`src/hw/rtl/lifo_stack_with_value_removal_assert.svh`:
```
`ifndef LIFO_STACK_WITH_VALUE_REMOVAL_ASSERT_SVH
`define LIFO_STACK_WITH_VALUE_REMOVAL_ASSERT_SVH

`ifndef SYNTHESIS

`define LSVR_ASSERT_SAME(lbl, clk, rst_n, ante, cons) \
  lbl: assert property (@(posedge clk) disable iff (!rst_n) (ante) |-> (cons)) \
    else $error("lsvr assertion failed");

`define LSVR_ASSERT_NEXT(lbl, clk, rst_n, ante, cons) \
  lbl: assert property (@(posedge clk) disable iff (!rst_n) (ante) |=> (cons)) \
    else $error("lsvr assertion failed");

`else

`define LSVR_ASSERT_SAME(lbl, clk, rst_n, ante, cons)

`define LSVR_ASSERT_NEXT(lbl, clk, rst_n, ante, cons)

`endif

`endif

```
`src/hw/rtl/lsvr_pkg.sv`:
```
package lsvr_pkg;

  localparam int DATA_W      = 32;
  localparam int ACT_W       = 2;
  localparam int STAT_W      = 2;
  localparam int DEPTH_OUT_W = 5;

  typedef enum logic [ACT_W-1:0] {
    ACT_PUSH   = 2'd0,
    ACT_POP    = 2'd1,
    ACT_REMOVE = 2'd2
  } action_t;

  typedef enum logic [STAT_W-1:0] {
    ST_OK    = 2'd0,
    ST_EMPTY = 2'd1,
    ST_FULL  = 2'd2
  } status_t;

  typedef enum logic [2:0] {
    S_IDLE = 3'b001,
    S_POP  = 3'b010,
    S_RM   = 3'b100
  } state_t;

endpackage

```
`src/hw/rtl/lsvr_ram.sv`:
```
module lsvr_ram #(
  parameter int WIDTH = 32,
  parameter int DEPTH = 16
) (
  input  logic                     clk,
  input  logic                     we,
  input  logic [$clog2(DEPTH)-1:0] waddr,
  input  logic [WIDTH-1:0]         wdata,
  input  logic [$clog2(DEPTH)-1:0] raddr,
  output logic [WIDTH-1:0]         rdata
);

  logic [WIDTH-1:0] mem [DEPTH];
  logic [WIDTH-1:0] rdata_r;

  always_ff @(posedge clk) begin
    if (we) begin
      mem[waddr] <= wdata;
    end
    rdata_r <= mem[raddr];
  end

  assign rdata = rdata_r;

endmodule

```
`src/hw/rtl/lifo_stack_with_value_removal.sv`:
```
// LIFO stack of signed 32-bit words, STACK_DEPTH entries held in one RAM with a
// registered read. Start an operation by raising start while busy is low; each
// operation gives exactly one result, shown for one cycle with out_valid high.
// The result cannot be held off, so capture it on that cycle. Push, a flagged
// operation (full push, empty pop or remove-all) and the unused action code give
// their result in the cycle after start and busy never rises. Pop passes through
// S_POP while the registered RAM read completes. Remove-all walks the stored words
// through the single RAM read port, one per cycle, compacting in place. The output
// out_depth_after is the entry count masked to 5 bits.
`include "lifo_stack_with_value_removal_assert.svh"

module lifo_stack_with_value_removal
  import lsvr_pkg::*;
#(
  parameter int STACK_DEPTH = 16
) (
  input  logic                     clk,
  input  logic                     rst_n,
  input  logic                     start,
  output logic                     busy,
  input  logic [ACT_W-1:0]         in_action,
  input  logic signed [DATA_W-1:0] in_value,
  output logic                     out_valid,
  output logic signed [DATA_W-1:0] out_data_out,
  output logic [STAT_W-1:0]        out_status,
  output logic [DEPTH_OUT_W-1:0]   out_depth_after
);

  localparam int ADDR_W = $clog2(STACK_DEPTH);
  localparam int CNT_W  = $clog2(STACK_DEPTH + 1);
  localparam logic [CNT_W-1:0] FULL_CNT = CNT_W'(STACK_DEPTH);

  state_t                    state_r, state_nxt;
  logic [CNT_W-1:0]          cnt_r, cnt_nxt;
  logic [ADDR_W-1:0]         scan_r, scan_nxt;
  logic [CNT_W-1:0]          kept_r, kept_nxt;
  logic [DATA_W-1:0]         key_r, key_nxt;
  logic                      out_valid_r, out_valid_nxt;
  logic [DATA_W-1:0]         out_data_r, out_data_nxt;
  status_t                   out_status_r, out_status_nxt;
  logic [CNT_W-1:0]          out_depth_r, out_depth_nxt;

  logic                      ram_we;
  logic [ADDR_W-1:0]         ram_waddr;
  logic [DATA_W-1:0]         ram_wdata;
  logic [ADDR_W-1:0]         ram_raddr;
  logic [DATA_W-1:0]         ram_rdata;

  logic [CNT_W-1:0]          dec_cnt;
  logic [CNT_W-1:0]          kept_new;
  logic [CNT_W+DEPTH_OUT_W-1:0] depth_ext;

  lsvr_ram #(
    .WIDTH(DATA_W),
    .DEPTH(STACK_DEPTH)
  ) u_ram (
    .clk  (clk),
    .we   (ram_we),
    .waddr(ram_waddr),
    .wdata(ram_wdata),
    .raddr(ram_raddr),
    .rdata(ram_rdata)
  );

  assign dec_cnt = cnt_r - 1'b1;
  assign busy    = (state_r != S_IDLE);

  always_comb begin
    state_nxt      = state_r;
    cnt_nxt        = cnt_r;
    scan_nxt       = scan_r;
    kept_nxt       = kept_r;
    key_nxt        = key_r;
    out_valid_nxt  = 1'b0;
    out_data_nxt   = '0;
    out_status_nxt = ST_OK;
    out_depth_nxt  = cnt_r;
    ram_we         = 1'b0;
    ram_waddr      = cnt_r[ADDR_W-1:0];
    ram_wdata      = in_value;
    ram_raddr      = dec_cnt[ADDR_W-1:0];
    kept_new       = kept_r;

    unique case (state_r)
      S_IDLE: begin
        if (start) begin
          case (action_t'(in_action))
            ACT_PUSH: begin
              out_valid_nxt = 1'b1;
              if (cnt_r == FULL_CNT) begin
                out_status_nxt = ST_FULL;
              end else begin
                ram_we        = 1'b1;
                cnt_nxt       = cnt_r + 1'b1;
                out_depth_nxt = cnt_r + 1'b1;
              end
            end
            ACT_POP: begin
              if (cnt_r == '0) begin
                out_valid_nxt  = 1'b1;
                out_status_nxt = ST_EMPTY;
              end else begin
                cnt_nxt   = dec_cnt;
                state_nxt = S_POP;
              end
            end
            ACT_REMOVE: begin
              if (cnt_r == '0) begin
                out_valid_nxt  = 1'b1;
                out_status_nxt = ST_EMPTY;
              end else begin
                ram_raddr = '0;
                scan_nxt  = '0;
                kept_nxt  = '0;
                key_nxt   = in_value;
                state_nxt = S_RM;
              end
            end
            default: begin
              out_valid_nxt = 1'b1;
            end
          endcase
        end
      end
      S_POP: begin
        out_valid_nxt = 1'b1;
        out_data_nxt  = ram_rdata;
        state_nxt     = S_IDLE;
      end
      S_RM: begin
        // writes go to kept_r <= scan_r, reads run ahead at scan_r + 1
        ram_raddr = scan_r + 1'b1;
        if (ram_rdata != key_r) begin
          ram_we    = 1'b1;
          ram_waddr = kept_r[ADDR_W-1:0];
          ram_wdata = ram_rdata;
          kept_new  = kept_r + 1'b1;
        end
        kept_nxt = kept_new;
        if (CNT_W'(scan_r) == dec_cnt) begin
          cnt_nxt       = kept_new;
          out_valid_nxt = 1'b1;
          out_depth_nxt = kept_new;
          state_nxt     = S_IDLE;
        end else begin
          scan_nxt = scan_r + 1'b1;
        end
      end
      default: begin
        state_nxt = S_IDLE;
      end
    endcase
  end

  always_ff @(posedge clk) begin
    if (!rst_n) begin
      state_r     <= S_IDLE;
      cnt_r       <= '0;
      scan_r      <= '0;
      kept_r      <= '0;
      out_valid_r <= 1'b0;
    end else begin
      state_r     <= state_nxt;
      cnt_r       <= cnt_nxt;
      scan_r      <= scan_nxt;
      kept_r      <= kept_nxt;
      out_valid_r <= out_valid_nxt;
    end
  end

  always_ff @(posedge clk) begin
    key_r        <= key_nxt;
    out_data_r   <= out_data_nxt;
    out_status_r <= out_status_nxt;
    out_depth_r  <= out_depth_nxt;
  end

  assign depth_ext       = {{DEPTH_OUT_W{1'b0}}, out_depth_r};
  assign out_valid       = out_valid_r;
  assign out_data_out    = out_data_r;
  assign out_status      = out_status_r;
  assign out_depth_after = depth_ext[DEPTH_OUT_W-1:0];

  `LSVR_ASSERT_SAME(a_valid_not_busy, clk, rst_n, out_valid, !busy)
  `LSVR_ASSERT_NEXT(a_accept_progress, clk, rst_n, start && !busy, out_valid || busy)
  `LSVR_ASSERT_SAME(a_cnt_bound, clk, rst_n, 1'b1, cnt_r <= FULL_CNT)
  `LSVR_ASSERT_SAME(a_compact_behind, clk, rst_n, state_r == S_RM, kept_r <= CNT_W'(scan_r))

endmodule
```
`config.mk`:
```
export PLATFORM = sky130hd
export DESIGN_NAME = lifo_stack_with_value_removal
export DESIGN_NICKNAME = d
export VERILOG_FILES = /design/src/hw/rtl/lsvr_pkg.sv /design/src/hw/rtl/lsvr_ram.sv /design/src/hw/rtl/lifo_stack_with_value_removal.sv
export VERILOG_INCLUDE_DIRS = /design/src /design/src/hw/rtl
export SDC_FILE = /design/constraint.sdc
export NUM_CORES = 1
export LEC_CHECK = 0
export ABC_AREA = 1
export BUFFER_PORTS_ARGS = -buffer_cell sky130_fd_sc_hd__buf_2
export CORE_ASPECT_RATIO = 1.1
export CORE_UTILIZATION = 65
export CTS_BUF_LIST = sky130_fd_sc_hd__clkbuf_2 sky130_fd_sc_hd__clkbuf_4 sky130_fd_sc_hd__clkbuf_8
export CTS_CLUSTER_DIAMETER = 60
export DETAILED_ROUTE_END_ITERATION = 7
export PLACE_DENSITY_LB_ADDON = 0.15
export SLEW_MARGIN = 5
export SYNTH_ARGS = -nofsm -noshare
export SYNTH_HDL_FRONTEND = slang
export SYNTH_SLANG_ARGS = --single-unit
export TNS_END_PERCENT = 100
```
`constraint.sdc`:
```
create_clock -name clk -period 4.3 [get_ports clk]
set_clock_uncertainty 0.2 [all_clocks]
set_input_delay 0.215 -clock clk [delete_from_list [all_inputs] [get_ports clk]]
set_output_delay 0.215 -clock clk [all_outputs]
set_load 0.1 [all_outputs]
```
==> out/summary.txt <==
RSZ-0062 raised after global routing: true
Post-synth EDFFs: 544
CTS tree: built
Total Routing Usage GR: 32.1%
Crit path kind: reg2reg
Drt first-iter violations: 2367
Clock slew at reported path FFs: 60 ps
Layout area overhead: 12.8%
Largest net degree at the start of global routing: 205
Crit share post-route: 94.5%
Maximum buffer depth of the clock tree: 3
Post-Syn Area: 27100 um^2
Pint: 0.0112 W
Multi-input gate area: 7150 um^2
Fmax: 246 MHz
Top delay family on crit path: simple AND/OR/NAND/NOR gates
P_leak: 12.9 nW
Initial antenna violation count: 0
Rel. slew slack: 28.2%
Avg Inst Size Synth: 10.3 um^2
Worst Setup End Kind: flip-flop
CTS Buf Count: 99
First-pass GRT wire length: 105000 um
ANT nets after route: 0
H-tree levels: 3
Sequential Power Share: 41.1%
Status: finished clean
Initial Util: 65.9%
CP cell instances: xnor2_1, nand2_1, nor2_1, nand2_1, nor2_2, nand2_1, nand2_2, nand2_1, o21ai_1, nand2_1, nor2_4, buf_4
Vias in the first global route: 19000
Clock sink count: 633
Routed len/inst: 19.4 um
Mux share of post-synthesis cell area: 0%
Synth Area in Simple Gates: 22.4%
Pre-antenna DRT Iters: 6
Slew @ Worst Pin: 1080 ps
Chip height: 216 um
Sw frac: 35.7%
Root Driver: clkbuf_8
Ant. Diodes: 0
Fin crit period: 4060 ps
Type of origin of the critical path: flip-flop
CP required: 4440 ps
Post-synth cell types: 32
Skew-Pair Late Insertion Delay: 680 ps
Vias: 19500
Peak VDD IR: 434 uV
Layout cells sized above 1: 12.4%
Async set-reset flop share out of synthesis: 0%
NumNets Final: 2821
Total power draw: 0.0175 W
Crit path max-delay cell type: nor2_4
Clock Power Share: 28.5%
Pins Over Slew Limit: 0
I/O pin count: 78
Worst min path class: in2reg
Net Switching: 0.00624 W
Synthesis-stage register bit count: 633
Post-Syn Instances: 2638
Largest family of logic cells by synthesized area: simple AND/OR/NAND/NOR gates
Core Area: 41200 um^2
Port bufs: 77
Vias per Instance: 5.70
Synth warn: 0
Pwr dens: 571 nW/um^2
Chip Width: 197 um
Post-synth top flop: edfxtp_1
DRC Markers: 0
Sequential share of the synthesized area: 66.8%
Hold slack: 66.4 ps
Combinational share of power: 30.4%
Die area: 42600 um^2
Cells after DPL: 3184
Sequential Area: 18100 um^2
Synth Area in Adders: 0.415%
Arrival time worst endpoint: 4200 ps
Non-Filler Instances: 3418
GPL Wtd Cong: 0.932
Buf+Inv Stages, Crit Path: 1
Fillers: 2785
Compound-cell area share of the yosys netlist: 1.58%
Crit path top cell by count: nand2_1
Maxcap violations: 0
Row count: 78
# setup viols final: 0
Fin. Hold Viols: 0
Max incr delay on CP: 770 ps
Post-Synth XOR/XNOR Area: 1.29%
Syn nets: 2684
WL final: 66400 um
DP HPWL: 34800 um
Worst Path Max Fanout: 20
Congestion Overflow GR: 0
-- worst reg2reg max path, stage by stage, from the launching register on --
cell and delay (ps):
edfxtp_1 390, xnor2_1 180, nand2_1 80, nor2_1 290, nand2_1 220, nor2_2 250, nand2_1 270, nand2_2 230
nand2_1 80, o21ai_1 110, nand2_1 270, nor2_4 770, buf_4 400
-- cells in the mapped netlist (4+ instances only) --
cell type / n / area (um^2)
buf_4: 29 / 218
o211ai_1: 4 / 30.0
buf_2: 70 / 350
xor2_1: 12 / 105
inv_1: 324 / 1220
edfxtp_1: 544 / 16300
o21ai_1: 6 / 30.0
clkbuf_1: 43 / 161
xnor2_1: 28 / 245
o21ai_0: 40 / 200
buf_1: 9 / 33.8
nand3_1: 613 / 3070
dfxtp_1: 89 / 1780
ha_1: 9 / 113
inv_2: 9 / 33.8
nor2_1: 69 / 259
nand4_1: 7 / 43.8
a21oi_1: 24 / 120
nand2_1: 685 / 2570
-- routing by layer --
layer	global-route usage [%]	routed length [um]	share of wire (%)
met3	4.86	6170	9.3
met5	0	0	0
met4	13.3	1950	2.9
met1	44.2	26500	40
met2	51.5	31800	48
-- metrics by stage --
| step | cell area (um^2) | TNS (ps) | setup WS (ps) | utilization [%] |
|---|---|---|---|---|
| after floorplan | 27100 | 0 | 810 | - |
| after global placement | 28200 | 0 | 445 | 68.4 |
| after detailed placement | 28200 | 0 | 284 | 68.4 |
| after CTS | 30500 | 0 | 263 | 74.1 |
| after global routing | 30600 | -1310 | -32.3 | 74.3 |
| final | 30600 | 0 | 236 | 74.3 |
-- flip-flops by register name, summed over array words and instances (netlist names) --
signal	count
u_ram.mem	512
key_r	32
out_data_out	32
u_ram.rdata	32
cnt_r	5
kept_r	5
out_depth_after	5
scan_r	4
state_r	3
out_status	2
out_valid	1
-- power by group through the flow --
stage,Combinational [W],Clock (W),Sequential [W]
2_1_floorplan,0.00354,0,0.00745
3_3_place_gp,0.00509,0,0.00729
5_1_grt,0.00581,0.00529,0.00721
6_report,0.00531,0.00498,0.00718
3_5_place_dp,0.00518,0,0.00731
4_1_cts,0.00524,0.00504,0.00718
-- layout by cell type, fill, tap and decap left out, types with 3 or more instances in the layout --
cell | netlist | layout
clkbuf_8 | 0 | 108
buf_2 | 70 | 77
a21oi_1 | 24 | 24
dlygate4sd3_1 | 0 | 39
clkinv_1 | 1 | 25
buf_12 | 0 | 7
nand3_1 | 613 | 612
xor2_1 | 12 | 12
nand3_4 | 3 | 3
clkbuf_4 | 0 | 39
ha_1 | 9 | 9
nor2_1 | 69 | 53
o211ai_1 | 4 | 4
nor2_4 | 2 | 18
nand2_1 | 685 | 683
buf_4 | 29 | 66
inv_1 | 324 | 323
nand3b_1 | 3 | 3
clkinv_2 | 0 | 10
nand2_2 | 3 | 3
xnor2_1 | 28 | 28
nand4_1 | 7 | 7
inv_2 | 9 | 9
o21ai_1 | 6 | 17
dfxtp_1 | 89 | 89
edfxtp_1 | 544 | 544
o21ai_0 | 40 | 27
-- cell families after synthesis --
group	count (synthesis)
compound gates	79
fa+ha+maj	9
xor+xnor	40
buf+inv	487
simple gates	1390
flops	633
-- layout make-up --
cell class              instances  area share (%)
flip-flops and latches        633            59.2
repair buffers                189            4.61
clock inverters                37           0.593
inverters                     334            4.13
multi-input cells            1518            23.4
clock buffers                 147            5.81
well taps                     560            2.29
-- timing repair --
item,4_1_cts,5_1_grt
buffers inserted,0,9
gates resized for setup,0,2
hold buffers,39,0
setup endpoints to repair,0,132
endpoints found under the hold margin,367,0
-- final timing paths --
| check | from | endpoint | slack, ps | depth (start not counted) |
|---|---|---|---|---|
| setup / recovery | key_r[17] | u_ram.mem[9][16] | 240 | 12 |
| hold / removal | in_value[22] | key_r[22] | 70 | 2 |
| setup reg to reg | key_r[17] | u_ram.mem[9][16] | 240 | 12 |
| hold reg to reg | u_ram.rdata[19] | out_data_out[19] | 260 | 2 |
(Power assumes the default switching activity.)
